===== src/swc_pkg.sv =====
// ----------------------------------------------------------------------------
// swc_pkg: shared types and constants of the square-wave channel
// Register indexes, item kinds, divider handshake types and lookup tables.
// ----------------------------------------------------------------------------
package swc_pkg;

	// Serial divider widths: the largest dividend is the 17-bit base frequency,
	// the largest divisor is a 14-bit channel frequency.
	localparam int DIV_W = 17;
	localparam int DSR_W = 14;

	localparam int INPUT_CLOCK = 1790000;
	localparam int CLOCK_DIV   = 16;
	localparam int SAMPLE_RATE = 44100;

	localparam logic [DIV_W-1:0] FREQ_BASE = DIV_W'(INPUT_CLOCK / CLOCK_DIV);
	localparam logic [DIV_W-1:0] OUT_RATE  = DIV_W'(SAMPLE_RATE);

	localparam logic [11:0] PERIOD_MIN = 12'd8;
	localparam logic [11:0] PERIOD_MAX = 12'h7FF;
	localparam logic [3:0]  LEVEL_MAX  = 4'hF;

	// Item kinds.
	localparam logic [2:0] KIND_RENDER     = 3'd0;
	localparam logic [2:0] KIND_ENV_TICK   = 3'd1;
	localparam logic [2:0] KIND_SWEEP_TICK = 3'd2;
	localparam logic [2:0] KIND_LEN_TICK   = 3'd3;
	localparam logic [2:0] KIND_LOAD       = 3'd4;

	// Configuration register indexes.
	localparam logic [2:0] REG_DUTY_MODE     = 3'd0;
	localparam logic [2:0] REG_HALT_LOOP     = 3'd1;
	localparam logic [2:0] REG_CONST_VOLUME  = 3'd2;
	localparam logic [2:0] REG_VOLUME_DECAY  = 3'd3;
	localparam logic [2:0] REG_SWEEP_ON      = 3'd4;
	localparam logic [2:0] REG_SWEEP_DIVIDER = 3'd5;
	localparam logic [2:0] REG_SWEEP_DOWN    = 3'd6;
	localparam logic [2:0] REG_SWEEP_AMOUNT  = 3'd7;

	localparam logic [7:0] LEN_TABLE [32] = '{
		8'd10, 8'd254, 8'd20, 8'd2, 8'd40, 8'd4, 8'd80, 8'd6,
		8'd160, 8'd8, 8'd60, 8'd10, 8'd14, 8'd12, 8'd26, 8'd14,
		8'd12, 8'd16, 8'd24, 8'd18, 8'd48, 8'd20, 8'd96, 8'd22,
		8'd192, 8'd24, 8'd72, 8'd26, 8'd16, 8'd28, 8'd32, 8'd30
	};

	localparam logic [7:0] DUTY_BITS [4] = '{8'h40, 8'h60, 8'h78, 8'h9F};

	typedef struct packed {
		logic [1:0] duty_mode;
		logic       halt_loop;
		logic       constant_volume;
		logic [3:0] volume_or_decay;
		logic       sweep_on;
		logic [2:0] sweep_divider;
		logic       sweep_down;
		logic [2:0] sweep_amount;
	} cfg_t;

	typedef struct packed {
		logic             start;
		logic [DIV_W-1:0] dividend;
		logic [DSR_W-1:0] divisor;
	} div_req_t;

	typedef struct packed {
		logic             done;
		logic [DIV_W-1:0] quotient;
	} div_rsp_t;

	typedef enum logic [2:0] {
		ST_IDLE,
		ST_DIV_POS,
		ST_DIV_FREQ,
		ST_DIV_SPC,
		ST_RESULT
	} state_t;

endpackage


===== src/square_wave_channel_top.sv =====
// ----------------------------------------------------------------------------
// square_wave_channel_top: square-wave sound channel
// Configuration registers, item sequencer, serial divider and output register.
// ----------------------------------------------------------------------------
// Envelope, sweep-without-update, length and unused items finish without leaving
// the idle state; a muted render, or one made before the samples per waveform
// cycle are known, goes straight to the result state and frees the input once
// the output register takes its result; an audible render first runs one 17-step
// division. A load or a sweep update that leaves the channel audible runs two
// 17-step divisions back to back through the one serial divider.
// One item is in work at a time; the result register frees the input side.
// Reset (arst_n low) clears the channel state, the settings and the valid
// flags at once; the divider and output data registers wait for their first load.
module square_wave_channel_top (
	input  logic        clk,
	input  logic        arst_n,
	input  logic        in_valid,
	output logic        in_ready,
	input  logic [2:0]  kind,
	input  logic [10:0] new_period,
	input  logic [4:0]  length_index,
	output logic        out_valid,
	input  logic        out_ready,
	output logic [3:0]  sample,
	output logic        muted,
	input  logic        cfg_we,
	input  logic [2:0]  cfg_index,
	input  logic [3:0]  cfg_data
);
	import swc_pkg::*;

	cfg_t     cfg_q;
	div_req_t div_req;
	div_rsp_t div_rsp;

	logic       res_valid;
	logic       res_ready;
	logic [3:0] res_sample;
	logic       res_muted;
	logic       out_valid_q;
	logic [3:0] sample_q;
	logic       muted_q;

	// Configuration writes land at once; the user must change the registers only
	// while the channel is idle, unenforced here, so the sequencer sees them steady.
	always_ff @(posedge clk or negedge arst_n) begin
		if (!arst_n) begin
			cfg_q <= '0;
		end else if (cfg_we) begin
			unique case (cfg_index)
				REG_DUTY_MODE:     cfg_q.duty_mode       <= cfg_data[1:0];
				REG_HALT_LOOP:     cfg_q.halt_loop       <= cfg_data[0];
				REG_CONST_VOLUME:  cfg_q.constant_volume <= cfg_data[0];
				REG_VOLUME_DECAY:  cfg_q.volume_or_decay <= cfg_data;
				REG_SWEEP_ON:      cfg_q.sweep_on        <= cfg_data[0];
				REG_SWEEP_DIVIDER: cfg_q.sweep_divider   <= cfg_data[2:0];
				REG_SWEEP_DOWN:    cfg_q.sweep_down      <= cfg_data[0];
				REG_SWEEP_AMOUNT:  cfg_q.sweep_amount    <= cfg_data[2:0];
				default:           cfg_q <= cfg_q;
			endcase
		end
	end

	// The sequencer owns all channel state and decides when the divider runs.
	swc_ctrl u_ctrl (
		.clk          (clk),
		.arst_n       (arst_n),
		.cfg          (cfg_q),
		.in_valid     (in_valid),
		.in_ready     (in_ready),
		.kind         (kind),
		.new_period   (new_period),
		.length_index (length_index),
		.res_valid    (res_valid),
		.res_ready    (res_ready),
		.res_sample   (res_sample),
		.res_muted    (res_muted),
		.div_req      (div_req),
		.div_rsp      (div_rsp)
	);

	// One shared divider serves the duty position, the channel frequency and
	// the samples per waveform cycle, one quotient bit per clock.
	swc_div u_div (
		.clk    (clk),
		.arst_n (arst_n),
		.req    (div_req),
		.rsp    (div_rsp)
	);

	// Output register: a finished result waits here for its transfer while the
	// sequencer goes back to taking items.
	assign res_ready = !out_valid_q || out_ready;

	always_ff @(posedge clk or negedge arst_n) begin
		if (!arst_n) begin
			out_valid_q <= 1'b0;
		end else if (res_ready) begin
			out_valid_q <= res_valid;
		end
	end

	always_ff @(posedge clk) begin
		if (res_valid && res_ready) begin
			sample_q <= res_sample;
			muted_q  <= res_muted;
		end
	end

	assign out_valid = out_valid_q;
	assign sample    = sample_q;
	assign muted     = muted_q;

endmodule


===== src/swc_div.sv =====
// ----------------------------------------------------------------------------
// swc_div: bit-serial restoring divider
// Produces one quotient bit per cycle; done pulses when the quotient is ready.
// ----------------------------------------------------------------------------
module swc_div (
	input  logic            clk,
	input  logic            arst_n,
	input  swc_pkg::div_req_t req,
	output swc_pkg::div_rsp_t rsp
);
	import swc_pkg::*;

	localparam int CNT_W = $clog2(DIV_W);

	logic             busy_q;
	logic             done_q;
	logic [CNT_W-1:0] cnt_q;
	logic [DIV_W-1:0] dvd_q;
	logic [DSR_W-1:0] dsr_q;
	logic [DSR_W-1:0] rem_q;
	logic [DSR_W:0]   trial;
	logic [DSR_W:0]   diff;
	logic             fits;

	assign trial = {rem_q, dvd_q[DIV_W-1]};
	assign fits  = trial >= {1'b0, dsr_q};
	assign diff  = trial - {1'b0, dsr_q};

	always_ff @(posedge clk or negedge arst_n) begin
		if (!arst_n) begin
			busy_q <= 1'b0;
			done_q <= 1'b0;
			cnt_q  <= '0;
		end else if (req.start) begin
			busy_q <= 1'b1;
			done_q <= 1'b0;
			cnt_q  <= CNT_W'(DIV_W - 1);
		end else if (busy_q) begin
			cnt_q <= cnt_q - 1'b1;
			if (cnt_q == '0) begin
				busy_q <= 1'b0;
				done_q <= 1'b1;
			end
		end else begin
			done_q <= 1'b0;
		end
	end

	// The dividend register shifts out its bits and fills with quotient bits.
	always_ff @(posedge clk) begin
		if (req.start) begin
			dvd_q <= req.dividend;
			dsr_q <= req.divisor;
			rem_q <= '0;
		end else if (busy_q) begin
			rem_q <= fits ? diff[DSR_W-1:0] : trial[DSR_W-1:0];
			dvd_q <= {dvd_q[DIV_W-2:0], fits};
		end
	end

	assign rsp.done     = done_q;
	assign rsp.quotient = dvd_q;

endmodule


===== src/swc_ctrl.sv =====
// ----------------------------------------------------------------------------
// swc_ctrl: channel state and item sequencer
// Holds the channel state, runs each item and drives the serial divider.
// ----------------------------------------------------------------------------
module swc_ctrl (
	input  logic              clk,
	input  logic              arst_n,
	input  swc_pkg::cfg_t     cfg,
	input  logic              in_valid,
	output logic              in_ready,
	input  logic [2:0]        kind,
	input  logic [10:0]       new_period,
	input  logic [4:0]        length_index,
	output logic              res_valid,
	input  logic              res_ready,
	output logic [3:0]        res_sample,
	output logic              res_muted,
	output swc_pkg::div_req_t div_req,
	input  swc_pkg::div_rsp_t div_rsp
);
	import swc_pkg::*;

	function automatic logic silence_of(input logic [11:0] period, input logic down);
		return (period < PERIOD_MIN) || (!down && (period > PERIOD_MAX));
	endfunction

	state_t state_q;
	state_t state_d;

	logic [11:0] timer_period_q;
	logic [7:0]  length_left_q;
	logic [3:0]  env_level_q;
	logic [3:0]  env_div_q;
	logic        env_restart_q;
	logic [2:0]  sweep_count_q;
	logic        sweep_reload_q;
	logic        silenced_q;
	logic [9:0]  spc_q;
	logic [9:0]  sample_pos_q;
	logic [3:0]  res_sample_q;
	logic        res_muted_q;

	logic        accept;
	logic        muted_now;
	logic        sweep_fire;
	logic [11:0] delta;
	logic [11:0] swept_period;
	logic        swept_silenced;
	logic        load_silenced;
	logic [11:0] period_next;
	logic [2:0]  pos;
	logic [3:0]  volume;
	logic [3:0]  sample_val;
	logic [9:0]  pos_inc;
	logic [9:0]  pos_next;
	logic [DSR_W-1:0] freq;

	assign accept         = in_valid && in_ready;
	assign muted_now      = (length_left_q == '0) || silenced_q;
	assign sweep_fire     = cfg.sweep_on && !silenced_q && (sweep_count_q == '0);
	assign delta          = timer_period_q >> cfg.sweep_amount;
	assign swept_period   = cfg.sweep_down ? timer_period_q - delta : timer_period_q + delta;
	assign swept_silenced = silence_of(swept_period, cfg.sweep_down);
	assign load_silenced  = silence_of({1'b0, new_period}, cfg.sweep_down);
	assign period_next    = (kind == KIND_LOAD) ? {1'b0, new_period} : swept_period;

	// Duty position: the divided position clamped to 7, or 0 without a division.
	assign pos = (state_q != ST_DIV_POS) ? 3'd0 :
		(|div_rsp.quotient[DIV_W-1:3]) ? 3'd7 : div_rsp.quotient[2:0];
	assign volume     = cfg.constant_volume ? cfg.volume_or_decay : env_level_q;
	assign sample_val = DUTY_BITS[cfg.duty_mode][3'd7 - pos] ? volume : 4'd0;
	assign pos_inc    = sample_pos_q + 1'b1;
	assign pos_next   = (pos_inc >= spc_q) ? 10'd0 : pos_inc;

	// A zero channel frequency is forced to one.
	assign freq = (div_rsp.quotient[DSR_W-1:0] == '0) ? DSR_W'(1) :
		div_rsp.quotient[DSR_W-1:0];

	always_comb begin
		state_d = state_q;
		unique case (state_q)
			ST_IDLE: begin
				if (accept) begin
					case (kind)
						KIND_RENDER: begin
							state_d = (muted_now || spc_q == '0) ? ST_RESULT : ST_DIV_POS;
						end
						KIND_SWEEP_TICK: begin
							if (sweep_fire && !swept_silenced) begin
								state_d = ST_DIV_FREQ;
							end
						end
						KIND_LOAD: begin
							if (!load_silenced) begin
								state_d = ST_DIV_FREQ;
							end
						end
						default: state_d = ST_IDLE;
					endcase
				end
			end
			ST_DIV_POS: begin
				if (div_rsp.done) begin
					state_d = ST_RESULT;
				end
			end
			ST_DIV_FREQ: begin
				if (div_rsp.done) begin
					state_d = ST_DIV_SPC;
				end
			end
			ST_DIV_SPC: begin
				if (div_rsp.done) begin
					state_d = ST_IDLE;
				end
			end
			ST_RESULT: begin
				if (res_ready) begin
					state_d = ST_IDLE;
				end
			end
			default: state_d = ST_IDLE;
		endcase
	end

	always_comb begin
		in_ready         = 1'b0;
		res_valid        = 1'b0;
		div_req.start    = 1'b0;
		div_req.dividend = FREQ_BASE;
		div_req.divisor  = DSR_W'(period_next) + 1'b1;
		unique case (state_q)
			ST_IDLE: begin
				in_ready = 1'b1;
				if (kind == KIND_RENDER) begin
					div_req.dividend = DIV_W'({sample_pos_q, 3'b000});
					div_req.divisor  = DSR_W'(spc_q);
				end
				div_req.start = (state_d == ST_DIV_POS) || (state_d == ST_DIV_FREQ);
			end
			ST_DIV_FREQ: begin
				div_req.dividend = OUT_RATE;
				div_req.divisor  = freq;
				div_req.start    = div_rsp.done;
			end
			ST_RESULT: begin
				res_valid = 1'b1;
			end
			default: begin
				in_ready = 1'b0;
			end
		endcase
	end

	always_ff @(posedge clk or negedge arst_n) begin
		if (!arst_n) begin
			state_q        <= ST_IDLE;
			timer_period_q <= '0;
			length_left_q  <= '0;
			env_level_q    <= '0;
			env_div_q      <= '0;
			env_restart_q  <= 1'b0;
			sweep_count_q  <= '0;
			sweep_reload_q <= 1'b0;
			silenced_q     <= 1'b0;
			spc_q          <= '0;
			sample_pos_q   <= '0;
			res_sample_q   <= '0;
			res_muted_q    <= 1'b0;
		end else begin
			state_q <= state_d;
			if (state_q == ST_IDLE && accept) begin
				case (kind)
					KIND_RENDER: begin
						if (muted_now) begin
							res_sample_q <= 4'd0;
							res_muted_q  <= 1'b1;
						end else if (spc_q == '0) begin
							res_sample_q <= sample_val;
							res_muted_q  <= 1'b0;
							sample_pos_q <= '0;
						end
					end
					KIND_ENV_TICK: begin
						if (env_restart_q) begin
							env_div_q     <= cfg.volume_or_decay;
							env_level_q   <= LEVEL_MAX;
							env_restart_q <= 1'b0;
						end else if (env_div_q != '0) begin
							env_div_q <= env_div_q - 1'b1;
						end else begin
							env_div_q <= cfg.volume_or_decay;
							if (env_level_q != '0) begin
								env_level_q <= env_level_q - 1'b1;
							end else if (cfg.halt_loop) begin
								env_level_q <= LEVEL_MAX;
							end
						end
					end
					KIND_SWEEP_TICK: begin
						if (sweep_reload_q) begin
							sweep_reload_q <= 1'b0;
							sweep_count_q  <= cfg.sweep_divider;
						end else if (sweep_fire) begin
							sweep_count_q <= cfg.sweep_divider;
						end else if (cfg.sweep_on && !silenced_q) begin
							sweep_count_q <= sweep_count_q - 1'b1;
						end
						if (sweep_fire) begin
							timer_period_q <= swept_period;
							silenced_q     <= swept_silenced;
						end
					end
					KIND_LEN_TICK: begin
						if (!cfg.halt_loop && length_left_q != '0) begin
							length_left_q <= length_left_q - 1'b1;
						end
					end
					KIND_LOAD: begin
						timer_period_q <= {1'b0, new_period};
						length_left_q  <= LEN_TABLE[length_index];
						env_restart_q  <= 1'b1;
						sweep_reload_q <= 1'b1;
						silenced_q     <= load_silenced;
					end
					default: begin
						silenced_q <= silenced_q;
					end
				endcase
			end
			if (state_q == ST_DIV_POS && div_rsp.done) begin
				res_sample_q <= sample_val;
				res_muted_q  <= 1'b0;
				sample_pos_q <= pos_next;
			end
			if (state_q == ST_DIV_SPC && div_rsp.done) begin
				spc_q <= div_rsp.quotient[9:0];
			end
		end
	end

	assign res_sample = res_sample_q;
	assign res_muted  = res_muted_q;

endmodule


===== config.mk =====
export PLATFORM = sky130hd
export DESIGN_NAME = square_wave_channel_top
export DESIGN_NICKNAME = d
export VERILOG_FILES = /design/src/swc_pkg.sv /design/src/square_wave_channel_top.sv /design/src/swc_div.sv /design/src/swc_ctrl.sv
export SDC_FILE = /design/constraint.sdc
export NUM_CORES = 1
export LEC_CHECK = 0
export BUFFER_PORTS_ARGS = -buffer_cell sky130_fd_sc_hd__buf_2
export CAP_MARGIN = 25
export CORE_ASPECT_RATIO = 0.5
export CORE_MARGIN = 2
export CORE_UTILIZATION = 30
export CTS_CLUSTER_SIZE = 28
export DETAILED_ROUTE_END_ITERATION = 8
export MAX_ROUTING_LAYER = met4
export SETUP_SLACK_MARGIN = 0.02
export SYNTH_ARGS = -nofsm -noshare
export SYNTH_HDL_FRONTEND = slang
export SYNTH_SLANG_ARGS = --single-unit
export TNS_END_PERCENT = 20

===== constraint.sdc =====
create_clock -name clk -period 6 [get_ports clk]
set_clock_uncertainty 0.1 [all_clocks]
set_input_delay 0.6 -clock clk [delete_from_list [all_inputs] [get_ports clk]]
set_output_delay 0.6 -clock clk [all_outputs]
set_load 0.1 [all_outputs]

After elaboration in Yosys (flattened, before gate mapping)
Memories as Yosys holds them, arrays and structs flattened. Cells that the tools add are included.

Add/subtract/negate cells: 11. Multipliers: 0. Divide/modulo/power cells: 0. Order comparisons: 8. Equality and inequality tests: 23. Shift-type cells: 1. Muxes and demuxes: 72. Bitwise operators: 2. Reductions and logical operators: 59.

Operator list (count): $pmux 32 s2 (1); $mux 10 (6); $mux 4 (13); $mux 8 (5); $mux 3 (13); $mux 12 (3); $mux 17 (2); $mux 31 (1); $mux 14 (2); $pmux 12 s2 (1); $reduce_and 2->1 (11); $eq 3x2->1 const B (7); $eq 3x3->1 const B (6); $bmux 8 s2 (1); $pmux 8 s2 (1); $ge 15x14->1 (1); $mux 1 (15); $pmux 3 s5 (1); $logic_not 14->1 (1); $reduce_bool 2->1 (7); $reduce_or 14->1 (1); $sub 14x14->14 (1); $add 12x1->13 const B (1); $add 12x12->12 (1); other kinds (38) (74).

Register bits after elaboration: 136. Bits in latches: 0. Bits in writable memories: 0. ROM bits: 256. Input port bits: 31. Output and inout port bits: 7. Word-level logic and storage cells: 207. Memories kept: 1.

Memories: (name not given) (depth 32, bits a word 8, read ports 1, clocked after memory_dff 0, wr ports 0, RTL line swc_ctrl.sv:221) `length_left_q <= LEN_TABLE[length_index];`.

Longest topological paths before layout
Depth after elaboration: 16. Depth in mapped cells: 24. Depth with buffers taken out: 21.

Cells and area by module
A second synthesis with hierarchy kept.

Cells, all modules: 1104. Area, all modules: 9957.0 sq um.

Modules (own cells, without submodules): swc_ctrl (times used 1, cells an instance 791, area each 6184.7 sq um, seq. area each 1551.5 sq um); swc_div (times used 1, cells an instance 264, area each 2912.8 sq um, seq. area each 1386.3 sq um); square_wave_channel_top (times used 1, cells an instance 49, area each 859.6 sq um, seq. area each 575.6 sq um).

Worst setup path before layout
No wires, ideal clock.

Path kind: register -> register. Start point: register cfg_q[1] (netlist name). End point: register u_div.dvd_q[0], enable pin. Setup time: 0.376 ns. Arrival: 4.955 ns. Required time: 5.524 ns. Slack: 0.569 ns. Stages on the path, launching flop included: 20. Path buffers: 3. Period minus slack after synthesis: 5.431 ns. Cells stage by stage: dfrtp_1 -> buf_4 -> clkbuf_1 -> buf_1 -> mux4_2 -> o21ai_0 -> ha_1 -> and3_1 -> o211a_1 -> nor2_1 -> xor2_1 -> ha_1 -> a211o_1 -> nor2_1 -> a211oi_1 -> o31ai_1 -> o21ai_0 -> a41oi_1 -> a211o_1 -> nand2b_1.

Word-level cells in the longest chain between the ends: 16. Elaborated cells between the ends (all ways): 19. Classes of those cells: 2 x add/sub; 2 x order compare; 2 x eq/ne; 1 x shift; 6 x mux; 6 x reduce/logical.

RTL lines: start, declared (RTL line square_wave_channel_top.sv:32) `cfg_t cfg_q;`; start signal, assigned (RTL line square_wave_channel_top.sv:59) `default: cfg_q <= cfg_q;`; $shr 12x3->12 (*) (RTL line swc_ctrl.sv:61) `assign delta = timer_period_q >> cfg.sweep_amount;`; $add 12x12->12 or $sub 12x12->12 (tied branches) (RTL line swc_ctrl.sv:62) `assign swept_period = cfg.sweep_down ? timer_period_q - delta : timer_period_q + delta;`; $mux 12 (*) (RTL line swc_ctrl.sv:62); $gt 12x11->1 (RTL line swc_ctrl.sv:24) `return (period < PERIOD_MIN) || (!down && (period > PERIOD_MAX));`; $logic_and 1x1->1 (RTL line swc_ctrl.sv:24); $logic_or 1x1->1 (*) (RTL line swc_ctrl.sv:24); $logic_not 1->1 (*) (RTL line swc_ctrl.sv:89) `if (sweep_fire && !swept_silenced) begin`; $logic_and 1x1->1 (*) (RTL line swc_ctrl.sv:89); $mux 3 (*) (RTL line swc_ctrl.sv:89); $pmux 3 s3 (*) (RTL line swc_ctrl.sv:84) `case (kind)`; $mux 3 (*) (RTL line swc_ctrl.sv:83) `if (accept) begin`; $pmux 3 s5 (*) (RTL line swc_ctrl.sv:81) `unique case (state_q)`; $eq 3x1->1 or $eq 3x2->1 (tied branches) (RTL line swc_ctrl.sv:139) `div_req.start = (state_d == ST_DIV_POS) || (state_d == ST_DIV_FREQ);`; $logic_or 1x1->1 (*) (RTL line swc_ctrl.sv:139); $pmux 32 s2 (*) (RTL line swc_ctrl.sv:132) `unique case (state_q)`; $reduce_bool 2->1 (no source line) (*); end signal, assigned (RTL line swc_div.sv:52) `dvd_q <= req.dividend;`; end signal, assigned (RTL line swc_div.sv:57) `dvd_q <= {dvd_q[DIV_W-2:0], fits};`; end, declared (RTL line swc_div.sv:18) `logic [DIV_W-1:0] dvd_q;`.

Mark *: on every way between the ends. The rest lies on a longest branch, timed or not. A chain may end at the register's enable or synchronous reset.

Worst setup path after layout
Start point: register cfg_q[0] (netlist name). End point: register u_div.dsr_q[6], enable pin.

Word-level cells in the longest chain between the ends: 15. Elaborated cells between the ends (all ways): 18. Classes of those cells: 2 x add/sub; 2 x order compare; 2 x eq/ne; 1 x shift; 6 x mux; 5 x reduce/logical.

RTL lines: $shr 12x3->12 (*) (RTL line swc_ctrl.sv:61); $add 12x12->12 or $sub 12x12->12 (tied branches) (RTL line swc_ctrl.sv:62); $mux 12 (*) (RTL line swc_ctrl.sv:62); $gt 12x11->1 (RTL line swc_ctrl.sv:24); $logic_and 1x1->1 (RTL line swc_ctrl.sv:24); $logic_or 1x1->1 (*) (RTL line swc_ctrl.sv:24); $logic_not 1->1 (*) (RTL line swc_ctrl.sv:89); $logic_and 1x1->1 (*) (RTL line swc_ctrl.sv:89); $mux 3 (*) (RTL line swc_ctrl.sv:89); $pmux 3 s3 (*) (RTL line swc_ctrl.sv:84); $mux 3 (*) (RTL line swc_ctrl.sv:83); $pmux 3 s5 (*) (RTL line swc_ctrl.sv:81); $eq 3x1->1 or $eq 3x2->1 (tied branches) (RTL line swc_ctrl.sv:139); $logic_or 1x1->1 (*) (RTL line swc_ctrl.sv:139); $pmux 32 s2 (*) (RTL line swc_ctrl.sv:132); end signal, assigned (RTL line swc_div.sv:53) `dsr_q <= req.divisor;`; end, declared (RTL line swc_div.sv:19) `logic [DSR_W-1:0] dsr_q;`.

Marks and branches as above.

==> results_tabular.tex <==
\begin{tabular}{lr}
\hline
Metric & Value \\
\hline
\multicolumn{2}{l}{\textbf{Clock network}} \\
Number of clock sinks seen by CTS & 136 \\
Clock root buffer master & sky130\_fd\_sc\_hd\_\_clkbuf\_16 \\
Register clock-pin slew on the reported worst setup and hold paths & approximately 0.06 ns \\
TritonCTS clock tree & yes \\
Deepest level of the CTS H-tree & 4 \\
Number of buffers created by CTS & 17 \\
Resized Gates After CTS & 0 \\
Number of buffers on the longest clock path & 2 \\
Source-to-sink clock delay at the later pin of the worst-skew pair & about 0.43 ns \\
\multicolumn{2}{l}{\textbf{Yosys}} \\
Number of distinct library cells after synthesis & 85 \\
Syn nets & approximately 1,100 \\
Asr flop ratio synth & 0.632 \\
Mean instance size in the synthesized netlist & approximately 9.0 sq um \\
Proportion of synthesized chip area in sequential cells & 0.367 \\
Total standard cell area after synthesis & $\sim$0.0096 sq mm \\
Area fraction of the dominant cell type after synthesis & 0.225 \\
Count of flip-flops with a built-in enable after synthesis & 36 \\
Count of warnings emitted by yosys & 0 \\
Post-synthesis instance total & approximately 1,100 \\
Top cell type by total area after synthesis & sky130\_fd\_sc\_hd\_\_dfrtp\_1 \\
Number of synthesized register bits & $\sim$140 \\
Cell types with the largest area share after synthesis & sky130\_fd\_sc\_hd\_\_dfrtp\_1, sky130\_fd\_sc\_hd\_\_edfxtp\_1, sky130\_fd\_sc\_hd\_\_ha\_1 \\
Predominant post-synthesis flop cell & sky130\_fd\_sc\_hd\_\_dfrtp\_1 \\
\multicolumn{2}{l}{\textbf{Timing}} \\
Headroom to the max-slew limit & 0.360 \\
Total negative slack & 0 ns \\
Crit path time final & between 5 and 6 ns \\
Final critical-path share of the clock period & 0.901 \\
Number of failing setup endpoints in the final timing report & 0 \\
Highest attainable clock frequency & $\sim$0.19 GHz \\
Number of hold-slack violations in the final timing report & 0 \\
Slew Viols, Final & 0 \\
Hold Worst Slack & roughly 0.32 ns \\
Unrepaired setup endpoints after global routing & no \\
Slew at the pin closest to its max-slew limit & approximately 0.95 ns \\
\multicolumn{2}{l}{\textbf{Die}} \\
Initial standard-cell utilization of the core & 0.304 \\
\# rows & 46 \\
Std-Cell Core Area & around 0.032 sq mm \\
Count of boundary I/O pins & 38 \\
Overall die width & 257 um \\
Overall die height & between 100 and 150 um \\
Floorplan die area & roughly 0.033 sq mm \\
\multicolumn{2}{l}{\textbf{Power}} \\
Power per standard cell area & 631 mW/mm\^{}2 \\
Leakage & 4.55 nW \\
Maximum ir drop on the vdd rail & approximately 0.00030 V \\
\multicolumn{2}{l}{\textbf{Placement}} \\
Estimated wirelength of the detail-placed design & 18,900 um \\
Cell area after placement & slightly above 0.01 sq mm \\
Number of I/O port buffers & 37 \\
Final Wtd Congestion & between 0.9 and 1 \\
\multicolumn{2}{l}{\textbf{Global route}} \\
Global routing usage summed across all routing layers & 0.158 \\
Global-route wire length before repair & between 40,000 and 50,000 um \\
Initial antenna violation count & 0 \\
Number of global-route vias before repair & around 7,600 \\
Remaining global-route overflow & 0 \\
Maximum number of pins on one net before global-route repair & between 70 and 80 \\
\multicolumn{2}{l}{\textbf{Layout}} \\
Ratio of cells with drive above 1 in the final layout & 0.133 \\
Design Area, Final & 0.0108 sq mm \\
Number of fill cells & roughly 3,200 \\
Area added between synthesis and finish & 13.0\% \\
Utilization of the core after routing & 0.343 \\
Total area of multi-input combinational cells & between 0.005 and 0.006 sq mm \\
Number of nets at the end of the flow & 1,170 \\
Number of inserted diodes & 0 \\
Register area & approximately 0.0035 sq mm \\
\multicolumn{2}{l}{\textbf{Route}} \\
DRC violations left & 0 \\
Total iterations of the first detailed-routing run & 5 \\
Number of violations reported at the end of detailed-routing iteration 0 & about 680 \\
Remaining antenna violation count & 0 \\
Post-detailed-route wirelength per cell & roughly 16 um \\
Detail-routed via count per cell & 5.29 \\
Total length of routed wires & between 20,000 and 30,000 um \\
Overall via count from detail\_route & between 8,000 and 9,000 \\
\multicolumn{2}{l}{\textbf{Critical path}} \\
CP required & approximately 6 ns \\
Buffer and inverter count on the worst path & 2 \\
Highest-delay cell along the critical path & sky130\_fd\_sc\_hd\_\_dfrtp\_1 \\
Launch point of the critical path & cfg\_q[0]\$\_DFFE\_PN0P\_ \\
Critical-path maximum fanout & 28 \\
Data arrival time of the worst path & between 5 and 6 ns \\
CP startpoint kind & flip-flop \\
Top delay family on crit path & compound AO/OA/AOI/OAI gates \\
Largest stage delay on the critical path & between 0.6 and 0.7 ns \\
Worst setup path category & flip-flop to flip-flop \\
Crit-path cells & buf\_4 > mux4\_2 > mux2i\_1 > and3\_1 > o211a\_1 > nor2\_1 > xor2\_1 > ha\_1 > a211o\_1 > nor2\_1 > a211oi\_1 > o31ai\_1 > o21ai\_0 > a41oi\_1 > a211o\_2 > buf\_4 \\
Crit end category & flip-flop \\
Startpoint of the most critical register-to-register path & cfg\_q[0]\$\_DFFE\_PN0P\_ \\
\multicolumn{2}{l}{\textbf{Hold path}} \\
Startpoint of the most critical hold path & cfg\_data[3] \\
Hold Crit Class & input pin to flip-flop \\
\multicolumn{2}{l}{\textbf{Job}} \\
Max-capacitance violation count & 0 \\
\multicolumn{2}{l}{\textbf{Outcome}} \\
Outcome & complete, no violations \\
\hline
\end{tabular}
-- where the power goes --
| group | switching (mW) | total, mW | internal [mW] |
|---|---|---|---|
| clock | 0.412 | 1.12 | 0.708 |
| sequential | 0.402 | 1.79 | 1.38 |
| combinational | 2.28 | 3.92 | 1.64 |
| total | 3.09 | 6.82 | 3.73 |
-- stage by stage --
stage | setup WS [ns] | cells | total power [mW]
3_5_place_dp | 0.689 | 1495 | 5.67
3_3_place_gp | 0.794 | 1495 | 5.58
6_report | 0.596 | 1528 | 6.82
5_1_grt | 0.259 | 1528 | 7.39
2_1_floorplan | 0.569 | 1062 | 4.71
4_1_cts | 0.645 | 1528 | 6.81
-- synth_stat cells, types with 10 or more instances --
master                       n
sky130_fd_sc_hd__nand2b_1   15
sky130_fd_sc_hd__nand4_1    10
sky130_fd_sc_hd__nor3b_1    10
sky130_fd_sc_hd__a22oi_1    10
sky130_fd_sc_hd__xnor2_1    23
sky130_fd_sc_hd__o21a_1     11
sky130_fd_sc_hd__ha_1       54
sky130_fd_sc_hd__a211oi_1   10
sky130_fd_sc_hd__nand3_1    18
sky130_fd_sc_hd__xor2_1     19
sky130_fd_sc_hd__a31oi_1    11
sky130_fd_sc_hd__nor2_1    108
sky130_fd_sc_hd__a21oi_1    60
sky130_fd_sc_hd__mux2_2     32
sky130_fd_sc_hd__a21o_1     11
sky130_fd_sc_hd__dfrtp_1    86
sky130_fd_sc_hd__mux2i_1    29
sky130_fd_sc_hd__nor3_1     29
sky130_fd_sc_hd__dfxtp_1    14
sky130_fd_sc_hd__a211oi_2   12
sky130_fd_sc_hd__inv_1      68
sky130_fd_sc_hd__edfxtp_1   36
sky130_fd_sc_hd__o21ai_0    79
sky130_fd_sc_hd__clkbuf_1   32
sky130_fd_sc_hd__o21ai_1    11
sky130_fd_sc_hd__nand2_1    83
sky130_fd_sc_hd__nor2b_1    12
-- final timing paths --
| kind | to | slack (ns) | cells past startpoint |
|---|---|---|---|
| min in group asynchronous | u_ctrl.spc_q[7]$_DFFE_PN0P_ | 0.51 | 2 |
| worst max-delay path | u_div.dsr_q[6]$_DFFE_PN_ | 0.60 | 16 |
| worst max register to register | u_div.dsr_q[6]$_DFFE_PN_ | 0.60 | 16 |
| max in group asynchronous | cfg_q[2]$_DFFE_PN0P_ | 4.11 | 3 |
| worst min-delay path | cfg_q[11]$_DFFE_PN0P_ | 0.32 | 2 |
| worst min register to register | sample[2]$_DFFE_PP_ | 0.35 | 0 |
-- layer usage --
metal  vias to the layer above  part of all wire  GRT usage
li1                       3912                 -          -
met1                      3887              0.47      0.201
met2                       238              0.46      0.254
met3                        42             0.054     0.0305
met4                         0             0.022     0.0516
met5                         -                 0          -
-- cells in the final DEF (no fill, tap or decap), types with 12 or more instances in the layout --
cell type / instances
sky130_fd_sc_hd__mux2_2: 32
sky130_fd_sc_hd__dfxtp_1: 14
sky130_fd_sc_hd__a211oi_2: 12
sky130_fd_sc_hd__xnor2_1: 23
sky130_fd_sc_hd__nand2_1: 83
sky130_fd_sc_hd__xor2_1: 19
sky130_fd_sc_hd__ha_1: 54
sky130_fd_sc_hd__a21oi_1: 60
sky130_fd_sc_hd__clkbuf_16: 19
sky130_fd_sc_hd__o21ai_0: 79
sky130_fd_sc_hd__nand2b_1: 15
sky130_fd_sc_hd__mux2i_1: 29
sky130_fd_sc_hd__nor2b_1: 12
sky130_fd_sc_hd__nor3_1: 29
sky130_fd_sc_hd__nor2_1: 108
sky130_fd_sc_hd__nand3_1: 18
sky130_fd_sc_hd__edfxtp_1: 36
sky130_fd_sc_hd__dfrtp_1: 86
sky130_fd_sc_hd__inv_1: 68
sky130_fd_sc_hd__buf_2: 36
-- cell type report --
cell class / count / share of cell area
flip-flops and latches: 136 / 0.325
repair buffers: 48 / 0.0252
clock buffers: 24 / 0.0494
inverters: 71 / 0.0246
well taps: 432 / 0.0499
multi-input cells: 809 / 0.517
clock inverters: 8 / 0.00960
-- cell families after synthesis --
family / synth area share
muxes: 0.0868
DFF: 0.367
xor gates and xnor gates: 0.0401
AOI/OAI and AO/OA: 0.205
buffers and inverters: 0.0491
adders and majority gates: 0.0748
and+or+nand+nor: 0.177
-- worst register-to-register path, delay by kind of cell (launching register included) --
kind	cells	cell delay (ns)
xor gates and xnor gates	1	0.16
adders and majority gates	1	0.33
muxes	2	0.76
and+or+nand+nor	3	0.42
AOI/OAI and AO/OA	7	1.94
DFF	1	0.69
buffers and inverters	2	0.65
-- registers in the layout, summed over array words and instances, names as in the netlist, 3 cells and up --
name / flops
u_ctrl.state_q: 3
u_ctrl.env_div_q: 4
u_ctrl.res_sample: 4
u_ctrl.spc_q: 10
cfg_q: 16
u_ctrl.env_level_q: 4
u_div.rem_q: 14
u_div.dvd_q: 17
sample: 4
u_ctrl.sample_pos_q: 10
u_ctrl.length_left_q: 8
u_ctrl.sweep_count_q: 3
u_div.cnt_q: 5
u_div.dsr_q: 14
u_ctrl.timer_period_q: 12
-- repair_timing --
action / 4_1_cts / 5_1_grt
hold buffers: 1 / 0
hold endpoints to repair: 16 / 0
buffers inserted: 0 / 0
(Power assumes the default switching activity.)
